### src/design/tcpq_pkg.sv
// ----------------------------------------------------------------------------
// tcpq_pkg
// Shared constants and types for the two-class priority queue.
// ----------------------------------------------------------------------------
package tcpq_pkg;

  localparam int unsigned CLASS_DEPTH  = 16;
  localparam int unsigned NUMBER_WIDTH = 16;

  localparam int unsigned IDX_W = $clog2(CLASS_DEPTH);
  localparam int unsigned CNT_W = $clog2(CLASS_DEPTH + 1);
  localparam int unsigned LEN_W = $clog2(2 * CLASS_DEPTH + 1);

  localparam logic CMD_ENQ   = 1'b0;
  localparam logic CMD_DEQ   = 1'b1;
  localparam logic CLASS_VIP = 1'b1;
  localparam logic CLASS_REG = 1'b0;

  typedef enum logic [1:0] {
    STATUS_OK    = 2'd0,
    STATUS_FULL  = 2'd1,
    STATUS_EMPTY = 2'd2
  } status_e;

  // per-FIFO control from the queue logic
  typedef struct packed {
    logic push;
    logic pop;
  } fifo_ctl_t;

endpackage

### src/design/tcpq_fifo.sv
// ----------------------------------------------------------------------------
// tcpq_fifo
// Circular FIFO for one service class, with count and registered read word.
// ----------------------------------------------------------------------------
module tcpq_fifo (
  input  logic                               clk_i,
  input  logic                               rst_ni,
  input  tcpq_pkg::fifo_ctl_t                ctl_i,
  input  logic [tcpq_pkg::NUMBER_WIDTH-1:0]  data_i,
  output logic [tcpq_pkg::CNT_W-1:0]         count_o,
  output logic [tcpq_pkg::NUMBER_WIDTH-1:0]  data_o
);
  import tcpq_pkg::*;

  localparam logic [IDX_W-1:0] LAST_IDX = IDX_W'(CLASS_DEPTH - 1);

  logic [NUMBER_WIDTH-1:0] mem_q [CLASS_DEPTH];
  logic [NUMBER_WIDTH-1:0] data_q;
  logic [IDX_W-1:0]        head_q, head_d, tail_q, tail_d;
  logic [CNT_W-1:0]        count_q, count_d;

  always_comb begin
    head_d  = head_q;
    tail_d  = tail_q;
    count_d = count_q;
    if (ctl_i.push) begin
      tail_d  = (tail_q == LAST_IDX) ? '0 : tail_q + IDX_W'(1);
      count_d = count_q + CNT_W'(1);
    end
    if (ctl_i.pop) begin
      head_d  = (head_q == LAST_IDX) ? '0 : head_q + IDX_W'(1);
      count_d = count_q - CNT_W'(1);
    end
  end

  always_ff @(posedge clk_i or negedge rst_ni) begin
    if (!rst_ni) begin
      head_q  <= '0;
      tail_q  <= '0;
      count_q <= '0;
    end else begin
      head_q  <= head_d;
      tail_q  <= tail_d;
      count_q <= count_d;
    end
  end

  // storage, read word held until the next pop
  always_ff @(posedge clk_i) begin
    if (ctl_i.push) begin
      mem_q[tail_q] <= data_i;
    end
    if (ctl_i.pop) begin
      data_q <= mem_q[head_q];
    end
  end

  assign count_o = count_q;
  assign data_o  = data_q;

endmodule

### src/design/two_class_priority_queue_top.sv
// ----------------------------------------------------------------------------
// two_class_priority_queue_top
// Two-class queue: VIP entries leave before regular ones, FIFO within class.
// ----------------------------------------------------------------------------
//  channel | handshake              | word
//  --------+------------------------+-------------------------------------------
//  in      | in_valid_i / in_ready_o  | command, priority_class, item_number
//  out     | out_valid_o / out_ready_i| item_valid, out_class, out_number,
//          |                          | status, total_length, is_empty
//
// One word in and one word out per cycle while out_ready_i is high; a result
// is registered: a taken input word passes from the input register to the
// result register.
// Queue state updates at the edge that loads the result register.
// Reset clears pointers and counts; the entry stores are not cleared.
// A stall on the out side holds the result and fills the input register,
// then drops in_ready_o.
module two_class_priority_queue_top (
  input  logic                               clk_i,
  input  logic                               rst_ni,
  input  logic                               in_valid_i,
  output logic                               in_ready_o,
  input  logic                               command_i,
  input  logic                               priority_class_i,
  input  logic [tcpq_pkg::NUMBER_WIDTH-1:0]  item_number_i,
  output logic                               out_valid_o,
  input  logic                               out_ready_i,
  output logic                               item_valid_o,
  output logic                               out_class_o,
  output logic [tcpq_pkg::NUMBER_WIDTH-1:0]  out_number_o,
  output tcpq_pkg::status_e                  status_o,
  output logic [tcpq_pkg::LEN_W-1:0]         total_length_o,
  output logic                               is_empty_o
);
  import tcpq_pkg::*;

  localparam logic [CNT_W-1:0] FULL_CNT = CNT_W'(CLASS_DEPTH);

  // input register
  logic                    in_vld_q;
  logic                    cmd_q, cls_q;
  logic [NUMBER_WIDTH-1:0] num_q;

  // result register
  logic                    out_vld_q;
  logic                    item_vld_q, item_vld_d;
  logic                    ocls_q, ocls_d;
  status_e                 status_q, status_d;
  logic [LEN_W-1:0]        total_q, total_d;
  logic                    empty_q, empty_d;

  logic                    out_free, fire;
  fifo_ctl_t               vip_ctl, reg_ctl;
  logic [CNT_W-1:0]        vip_cnt, reg_cnt, vip_cnt_nxt, reg_cnt_nxt;
  logic [NUMBER_WIDTH-1:0] vip_data, reg_data;

  assign out_free   = !out_vld_q || out_ready_i;
  assign fire       = in_vld_q && out_free;
  assign in_ready_o = !in_vld_q || fire;

  always_ff @(posedge clk_i or negedge rst_ni) begin
    if (!rst_ni) begin
      in_vld_q <= 1'b0;
    end else if (in_ready_o) begin
      in_vld_q <= in_valid_i;
    end
  end

  always_ff @(posedge clk_i) begin
    if (in_ready_o && in_valid_i) begin
      cmd_q <= command_i;
      cls_q <= priority_class_i;
      num_q <= item_number_i;
    end
  end

  always_comb begin
    vip_ctl    = '0;
    reg_ctl    = '0;
    item_vld_d = 1'b0;
    ocls_d     = CLASS_REG;
    status_d   = STATUS_OK;
    if (cmd_q == CMD_ENQ) begin
      if (cls_q == CLASS_VIP) begin
        if (vip_cnt == FULL_CNT) status_d = STATUS_FULL;
        else vip_ctl.push = fire;
      end else begin
        if (reg_cnt == FULL_CNT) status_d = STATUS_FULL;
        else reg_ctl.push = fire;
      end
    end else begin
      if (vip_cnt != '0) begin
        vip_ctl.pop = fire;
        item_vld_d  = 1'b1;
        ocls_d      = CLASS_VIP;
      end else if (reg_cnt != '0) begin
        reg_ctl.pop = fire;
        item_vld_d  = 1'b1;
      end else begin
        status_d = STATUS_EMPTY;
      end
    end
    vip_cnt_nxt = vip_cnt + CNT_W'(vip_ctl.push) - CNT_W'(vip_ctl.pop);
    reg_cnt_nxt = reg_cnt + CNT_W'(reg_ctl.push) - CNT_W'(reg_ctl.pop);
    total_d     = LEN_W'(vip_cnt_nxt) + LEN_W'(reg_cnt_nxt);
    empty_d     = (total_d == '0);
  end

  always_ff @(posedge clk_i or negedge rst_ni) begin
    if (!rst_ni) begin
      out_vld_q <= 1'b0;
    end else if (out_free) begin
      out_vld_q <= in_vld_q;
    end
  end

  always_ff @(posedge clk_i) begin
    if (fire) begin
      item_vld_q <= item_vld_d;
      ocls_q     <= ocls_d;
      status_q   <= status_d;
      total_q    <= total_d;
      empty_q    <= empty_d;
    end
  end

  tcpq_fifo u_vip_fifo (
    .clk_i   (clk_i),
    .rst_ni  (rst_ni),
    .ctl_i   (vip_ctl),
    .data_i  (num_q),
    .count_o (vip_cnt),
    .data_o  (vip_data)
  );

  tcpq_fifo u_reg_fifo (
    .clk_i   (clk_i),
    .rst_ni  (rst_ni),
    .ctl_i   (reg_ctl),
    .data_i  (num_q),
    .count_o (reg_cnt),
    .data_o  (reg_data)
  );

  // FIFO read words only change on a pop, which happens only when the result register loads
  assign out_valid_o    = out_vld_q;
  assign item_valid_o   = item_vld_q;
  assign out_class_o    = ocls_q;
  assign out_number_o   = !item_vld_q ? '0 : ((ocls_q == CLASS_VIP) ? vip_data : reg_data);
  assign status_o       = status_q;
  assign total_length_o = total_q;
  assign is_empty_o     = empty_q;

  a_no_push_pop_same: assert property (@(posedge clk_i) disable iff (!rst_ni)
    !(vip_ctl.push && vip_ctl.pop) && !(reg_ctl.push && reg_ctl.pop))
    else $error("push and pop on one class fifo");

  a_reg_pop_vip_empty: assert property (@(posedge clk_i) disable iff (!rst_ni)
    reg_ctl.pop |-> (vip_cnt == '0))
    else $error("regular pop while VIP entries held");

  a_count_bound: assert property (@(posedge clk_i) disable iff (!rst_ni)
    (vip_cnt <= FULL_CNT) && (reg_cnt <= FULL_CNT))
    else $error("class count beyond depth");

  a_result_len: assert property (@(posedge clk_i) disable iff (!rst_ni)
    fire |=> (total_q == LEN_W'($past(vip_cnt_nxt)) + LEN_W'($past(reg_cnt_nxt))))
    else $error("total length mismatch");

  a_item_ok: assert property (@(posedge clk_i) disable iff (!rst_ni)
    (out_vld_q && item_vld_q) |-> (status_q == STATUS_OK && !empty_q == (total_q != '0)))
    else $error("returned word with bad status");

endmodule
### config.mk
export PLATFORM = sky130hd
export DESIGN_NAME = two_class_priority_queue_top
export DESIGN_NICKNAME = d
export VERILOG_FILES = /design/src/design/tcpq_pkg.sv /design/src/design/tcpq_fifo.sv /design/src/design/two_class_priority_queue_top.sv
export SDC_FILE = /design/constraint.sdc
export NUM_CORES = 1
export LEC_CHECK = 0
export BUFFER_PORTS_ARGS = -buffer_cell sky130_fd_sc_hd__buf_2
export CAP_MARGIN = 20
export CELL_PAD_IN_SITES_DETAIL_PLACEMENT = 1
export CELL_PAD_IN_SITES_GLOBAL_PLACEMENT = 1
export CORE_MARGIN = 2
export CORE_UTILIZATION = 38
export CTS_CLUSTER_SIZE = 8
export DETAILED_ROUTE_END_ITERATION = 7
export HOLD_SLACK_MARGIN = 0.15
export PLACE_DENSITY = 0.55
export RECOVER_POWER = 25
export SLEW_MARGIN = 20
export SYNTH_ARGS = -nofsm -noshare
export SYNTH_HDL_FRONTEND = slang
export SYNTH_HIERARCHICAL = 1
export SYNTH_SLANG_ARGS = --single-unit
### constraint.sdc
create_clock -name clk_i -period 8.7 [get_ports clk_i]
set_input_delay 0 -clock clk_i [delete_from_list [all_inputs] [get_ports clk_i]]
set_output_delay 0 -clock clk_i [all_outputs]
set_load 0.01 [all_outputs]
== Word-level counts from Yosys, hierarchy flattened ==
Memories as Yosys holds them, arrays and structs flattened. A register that Yosys moved wholly into a read port is not among the register bits.
Cells that the tools add are included.
Cells by class
  add/subtract/negate cells: 13
  equality and inequality tests: 6
  mux-type cells: 34
  reductions and logical operators: 11
Operators by type and width (number)
  $mux W16: 2
  $mux W1: 20
  $mux W5: 4
  $add A4 B1 Y4 const B: 4
  $eq A4 B4 Y1 const B: 4
  $mux W4: 4
  $add A5 B1 Y5: 2
  $add A5 B1 Y5 const B: 2
  $eq A5 B5 Y1 const B: 2
  $reduce_bool A5 Y1: 2
  $sub A5 B1 Y5: 2
  $sub A5 B1 Y5 const B: 2
  $mux W2: 4
  $add A5 B5 Y6: 1
  $logic_not A6 Y1: 1
  $reduce_bool A2 Y1: 2
  $logic_and A1 B1 Y1: 2
  $logic_not A1 Y1: 2
  $logic_or A1 B1 Y1: 2
Storage, ports and cells
  bits in registers: 57
  RAM bits: 512
  input bits: 22
  logic and storage cells: 82
  memories: 2
Memories
  u_reg_fifo.mem_q: words 16, width 16, read ports 1, clocked after Yosys merged registers in 1, write ports 1, line tcpq_fifo.sv:17  | logic [NUMBER_WIDTH-1:0] mem_q [CLASS_DEPTH];
  u_vip_fifo.mem_q: words 16, width 16, read ports 1, clocked after Yosys merged registers in 1, write ports 1, line tcpq_fifo.sv:17

== Depth between registers and ports, before layout ==
  depth after elaboration: 10
  depth in mapped cells: 17
  gate-level depth less buffers: 17

== Modules after synthesis ==
The synthesis kept the hierarchy.
By module, submodules not included
  tcpq_fifo at u_vip_fifo: times used 1, cells each 540, area each 11118.2 um^2, seq. area each 8493.1 um^2
  tcpq_fifo at u_reg_fifo: times used 1, cells each 505, area each 10871.7 um^2, seq. area each 8493.1 um^2
  two_class_priority_queue_top: times used 1, cells each 156, area each 1878.1 um^2, seq. area each 920.9 um^2

== Worst setup path before layout ==
OpenSTA, ideal clock, no wires.
  path kind: flip-flop to flip-flop
  start: reg u_vip_fifo.count_q[3] (netlist: u_vip_fifo/count_o[3])
  end: reg empty_q (netlist: is_empty_o) (data pin)
  library setup time: 0.134 ns
  data arrival time: 5.031 ns
  required time: 8.566 ns
  path slack: 3.535 ns
  cell stages (with the launch flop): 18
  path buffers: 0
  cell sequence: dfrtp_1 -> inv_1 -> ha_1 -> nand2_1 -> nor2_1 -> nor3b_1 -> ha_1 -> inv_1 -> ha_1 -> fa_1 -> a21oi_1 -> nor2_1 -> nor2_1 -> xnor2_1 -> ha_1 -> or4b_1 -> o21ai_0 -> and4b_1
RTL lines
  from (decl): line tcpq_fifo.sv:20  | logic [CNT_W-1:0] count_q, count_d;
  from (signal assigned): line tcpq_fifo.sv:44  | count_q <= count_d;
  to (signal assigned): line two_class_priority_queue_top.sv:123  | empty_q <= empty_d;
  to (decl): line two_class_priority_queue_top.sv:50  | logic empty_q, empty_d;

==> results_tabular.tex <==
\begin{tabular}{lr}
\hline
Metric & Value \\
\hline
\multicolumn{2}{l}{\textbf{Run status}} \\
Result of the run & complete, but fails checks \\
Failing checks & capacitance limit, slew limit \\
\multicolumn{2}{l}{\textbf{Timing}} \\
Setup repair after global routing missed its margin & no \\
Fin crit share & 0.498 \\
Slew of the pin with the lowest slew margin & 1.74 ns \\
Max Slew Vio Count & 29 \\
Worst clock skew & 0.0155 ns \\
Time the final worst path needs with I/O delays and setup & 4.33 ns \\
Hold Fails Final Rpt & 0 \\
Count of final setup violators & 0 \\
Max-Slew Margin vs Limit & -0.157 \\
Fmax achieved & 231 MHz \\
Setup TNS & 0 ns \\
Final worst hold slack & 0.254 ns \\
\multicolumn{2}{l}{\textbf{Synthesis}} \\
Cell area after synthesis & 23900 sq um \\
Mean instance size in the synthesized netlist & 19.9 sq um \\
Fraction of synthesis flops using an asynchronous set or reset pin & 0.0466 \\
Post-synthesis net count & 1261 \\
Mapped Cells & 1201 \\
Number of warning messages in the yosys log & 6 \\
Post-synthesis sequential element count & 601 \\
Count of flip-flops with a built-in enable after synthesis & 573 \\
Number of distinct library cells after synthesis & 43 \\
Register area share after synthesis & 0.750 \\
Leading register cell type out of synthesis & sky130\_fd\_sc\_hd\_\_edfxtp\_1 \\
\multicolumn{2}{l}{\textbf{Floorplanning}} \\
IO Pins & 51 \\
Core area & 61900 sq um \\
Initial core utilization & 0.385 \\
DIE WIDTH & 255 microns \\
Placement row count & 91 \\
Chip height & 255 microns \\
Die Footprint & 64800 sq um \\
\multicolumn{2}{l}{\textbf{Layout}} \\
Layout overhead on the synthesized area & 17.8\% \\
Commonest non-fill, non-tap cells in the layout & 573 x sky130\_fd\_sc\_hd\_\_edfxtp\_1, 109 x sky130\_fd\_sc\_hd\_\_mux4\_2, 87 x sky130\_fd\_sc\_hd\_\_clkbuf\_16 \\
Share of post-route cells with drive strength above 1 & 0.230 \\
Core Util, Final & 0.454 \\
Net count reported at finish & 1437 \\
Most frequent standard cell in the layout excluding fill and tap cells & sky130\_fd\_sc\_hd\_\_edfxtp\_1 \\
\multicolumn{2}{l}{\textbf{Routing}} \\
Count of routing violations after the opening detailed-route iteration & 804 \\
Post-detailed-route count of antenna-violating nets & 0 \\
Detailed-route wire length & 56000 microns \\
Average wire per cell in the routed design & 25.0 microns \\
DRC violations left & 0 \\
Total via count after detailed routing & 11840 \\
First-pass iteration count of the detailed router & 5 \\
Vias per cell & 5.30 \\
\multicolumn{2}{l}{\textbf{Pwr}} \\
Leakage & 0.00936 uW \\
Register share of total power & 0.421 \\
Total power of the final layout & 8730 uW \\
Worst IR drop on VDD & 0.159 mV \\
Power per cell area & 310 nW/um\^{}2 \\
Share of total power in the clock network & 0.340 \\
Net switching power & 2540 uW \\
Net Sw Frac & 0.291 \\
Int Pwr & 6190 uW \\
Part of the total power dissipated in combinational logic & 0.240 \\
\multicolumn{2}{l}{\textbf{Clocking}} \\
TritonCTS Buffers & 85 \\
Num Clock Sinks & 601 \\
Clock slew seen by the registers of the worst setup and hold paths & 0.05 ns \\
H-tree depth & 3 \\
CTS tree & yes \\
Clock root buffer master & sky130\_fd\_sc\_hd\_\_clkbuf\_16 \\
Worst skew pair latency & 0.62 ns \\
Max Root-Sink Buffers & 3 \\
\multicolumn{2}{l}{\textbf{Critical path}} \\
Type of element launching the critical path & flop \\
Critical path fanouts, max & 30 \\
Critical path class & reg -> reg \\
Data arrival time of the critical path & 4.81 ns \\
Data required time of the critical path & 9.18 ns \\
Category of the worst setup path capture point & flop \\
\multicolumn{2}{l}{\textbf{Global routing}} \\
Number of antenna violations at the first check in global routing & 0 \\
First-pass GRT wire length & 84200 microns \\
Via count of the first global-routing pass & 12949 \\
GRT Overall Usage & 0.178 \\
Pin count of the biggest net entering global routing & 59 \\
Gr ovfl total & 0 \\
\multicolumn{2}{l}{\textbf{Flow run}} \\
Max-cap violations & 1 \\
\multicolumn{2}{l}{\textbf{Place}} \\
Total of buffers placed on input and output ports & 50 \\
Global placement routability congestion & 0.761 \\
Final HPWL DP & 32800 microns \\
\multicolumn{2}{l}{\textbf{Hold path}} \\
Min-Delay Path Class & in -> reg \\
\hline
\end{tabular}
-- synth_stat cells (2+ instances only) --
library cell / n / area, sq um
sky130_fd_sc_hd__a22oi_2: 5 / 62.6
sky130_fd_sc_hd__mux4_2: 109 / 2450
sky130_fd_sc_hd__fa_1: 5 / 100
sky130_fd_sc_hd__buf_4: 5 / 37.5
sky130_fd_sc_hd__nand4_1: 3 / 18.8
sky130_fd_sc_hd__xnor2_1: 15 / 131
sky130_fd_sc_hd__nor2_1: 42 / 158
sky130_fd_sc_hd__nor2b_1: 22 / 138
sky130_fd_sc_hd__nand2b_1: 14 / 87.6
sky130_fd_sc_hd__mux4_1: 3 / 78.8
sky130_fd_sc_hd__dfrtp_1: 28 / 701
sky130_fd_sc_hd__xor2_1: 8 / 70.1
sky130_fd_sc_hd__nor3_1: 5 / 25.0
sky130_fd_sc_hd__a21oi_1: 15 / 75.1
sky130_fd_sc_hd__inv_1: 19 / 71.3
sky130_fd_sc_hd__and3_1: 2 / 12.5
sky130_fd_sc_hd__mux2_2: 4 / 45.0
sky130_fd_sc_hd__buf_6: 10 / 113
sky130_fd_sc_hd__o21ai_1: 16 / 80.1
sky130_fd_sc_hd__nand2_1: 47 / 176
sky130_fd_sc_hd__and2_1: 3 / 18.8
sky130_fd_sc_hd__clkbuf_1: 25 / 93.8
sky130_fd_sc_hd__a21o_1: 6 / 45.0
sky130_fd_sc_hd__nand3_1: 11 / 55.1
sky130_fd_sc_hd__edfxtp_1: 573 / 17200
sky130_fd_sc_hd__mux2i_1: 67 / 671
sky130_fd_sc_hd__ha_1: 33 / 413
sky130_fd_sc_hd__a32oi_1: 16 / 140
sky130_fd_sc_hd__buf_2: 17 / 85.1
sky130_fd_sc_hd__a22oi_1: 43 / 323
sky130_fd_sc_hd__o21ai_0: 18 / 90.1
-- layout make-up --
cell class | count | area [sq um]
antenna | 1 | 2.50
tap | 837 | 1050
timing repair buffer | 148 | 1140
fill | 5830 | 33800
clock inverter | 6 | 92.6
inverter | 19 | 71.3
multi-input combinational | 522 | 5610
sequential | 601 | 17900
clock buffer | 102 | 2240
-- power groups by stage --
stage	combinational [uW]	clock [uW]	sequential, uW
5_1_grt	2330	3160	3700
3_3_place_gp	2070	0	3740
2_1_floorplan	1700	0	3550
4_1_cts	2130	3050	3700
6_report	2090	2970	3670
3_5_place_dp	2110	0	3750
-- flip-flops by register name, summed over array words and instances, names as in the netlist, 5 cells and up --
register            count
u_reg_fifo/data_o      16
u_vip_fifo/data_o      16
num_q                  16
u_reg_fifo/count_o      5
u_vip_fifo/mem_q      256
u_vip_fifo/count_o      5
u_reg_fifo/mem_q      256
total_length_o          6
-- per-layer routing --
metal	track usage	share of wire	up-vias	wire length, microns
met3	0.0381	0.045	67	2530
met1	0.250	0.46	6353	25800
li1	-	-	5188	-
met2	0.285	0.48	232	26800
met5	0	0	-	0
met4	0.0448	0.014	0	805
-- worst max-delay path, stage by stage (launching register included) --
cell	delay, ns
sky130_fd_sc_hd__dfrtp_1	0.42
sky130_fd_sc_hd__inv_1	0.10
sky130_fd_sc_hd__ha_1	0.16
sky130_fd_sc_hd__nor4b_1	0.53
sky130_fd_sc_hd__nor3b_2	0.10
sky130_fd_sc_hd__buf_4	0.29
sky130_fd_sc_hd__ha_1	0.34
sky130_fd_sc_hd__inv_1	0.04
sky130_fd_sc_hd__ha_1	0.20
sky130_fd_sc_hd__fa_1	0.46
sky130_fd_sc_hd__a21oi_1	0.15
sky130_fd_sc_hd__nor2_1	0.05
sky130_fd_sc_hd__nor2_1	0.12
sky130_fd_sc_hd__xnor2_1	0.10
sky130_fd_sc_hd__ha_1	0.36
sky130_fd_sc_hd__or4b_1	0.52
sky130_fd_sc_hd__o21ai_0	0.08
sky130_fd_sc_hd__and4b_1	0.19
-- kinds of logic after synthesis --
kind of cell    share of synthesized area
compound gates                     0.0352
xor+xnor                          0.00844
fa+ha+maj                          0.0215
buf+inv                            0.0171
flops                               0.750
mux                                 0.136
simple gates                       0.0313
-- path summary, 6_finish.rpt --
kind | slack (ns) | startpoint | to | cells past startpoint
hold reg to reg | 0.52 | in_vld_q$_DFFE_PN0N_ | out_valid_o$_DFFE_PN0P_ | 1
hold / removal | 0.25 | out_ready_i | out_valid_o$_DFFE_PN0P_ | 4
max in group asynchronous | 6.40 | rst_ni | u_vip_fifo/head_q[1]$_DFFE_PN0P_ | 4
setup reg to reg | 4.37 | u_reg_fifo/count_o[3]$_DFFE_PN0P_ | is_empty_o$_DFFE_PN_ | 17
min in group asynchronous | 1.06 | rst_ni | u_reg_fifo/head_q[0]$_DFFE_PN0P_ | 4
setup / recovery | 4.37 | u_reg_fifo/count_o[3]$_DFFE_PN0P_ | is_empty_o$_DFFE_PN_ | 17
-- what timing repair did --
action                    CTS  global route
hold buffers               42             0
hold endpoints to repair   66             0
resized for setup           0             0
buffers inserted            0             0
-- through the flow --
step / cell area, sq um / std cells / setup slack, ns
3_5_place_dp: 25200 / 2071 / 4.39
6_report: 28100 / 2236 / 4.37
5_1_grt: 28100 / 2235 / 4.09
2_1_floorplan: 23900 / 1201 / 3.54
3_3_place_gp: 25200 / 2071 / 4.50
4_1_cts: 28000 / 2221 / 4.35
No activity file was read; power rests on OpenSTA's default activity.
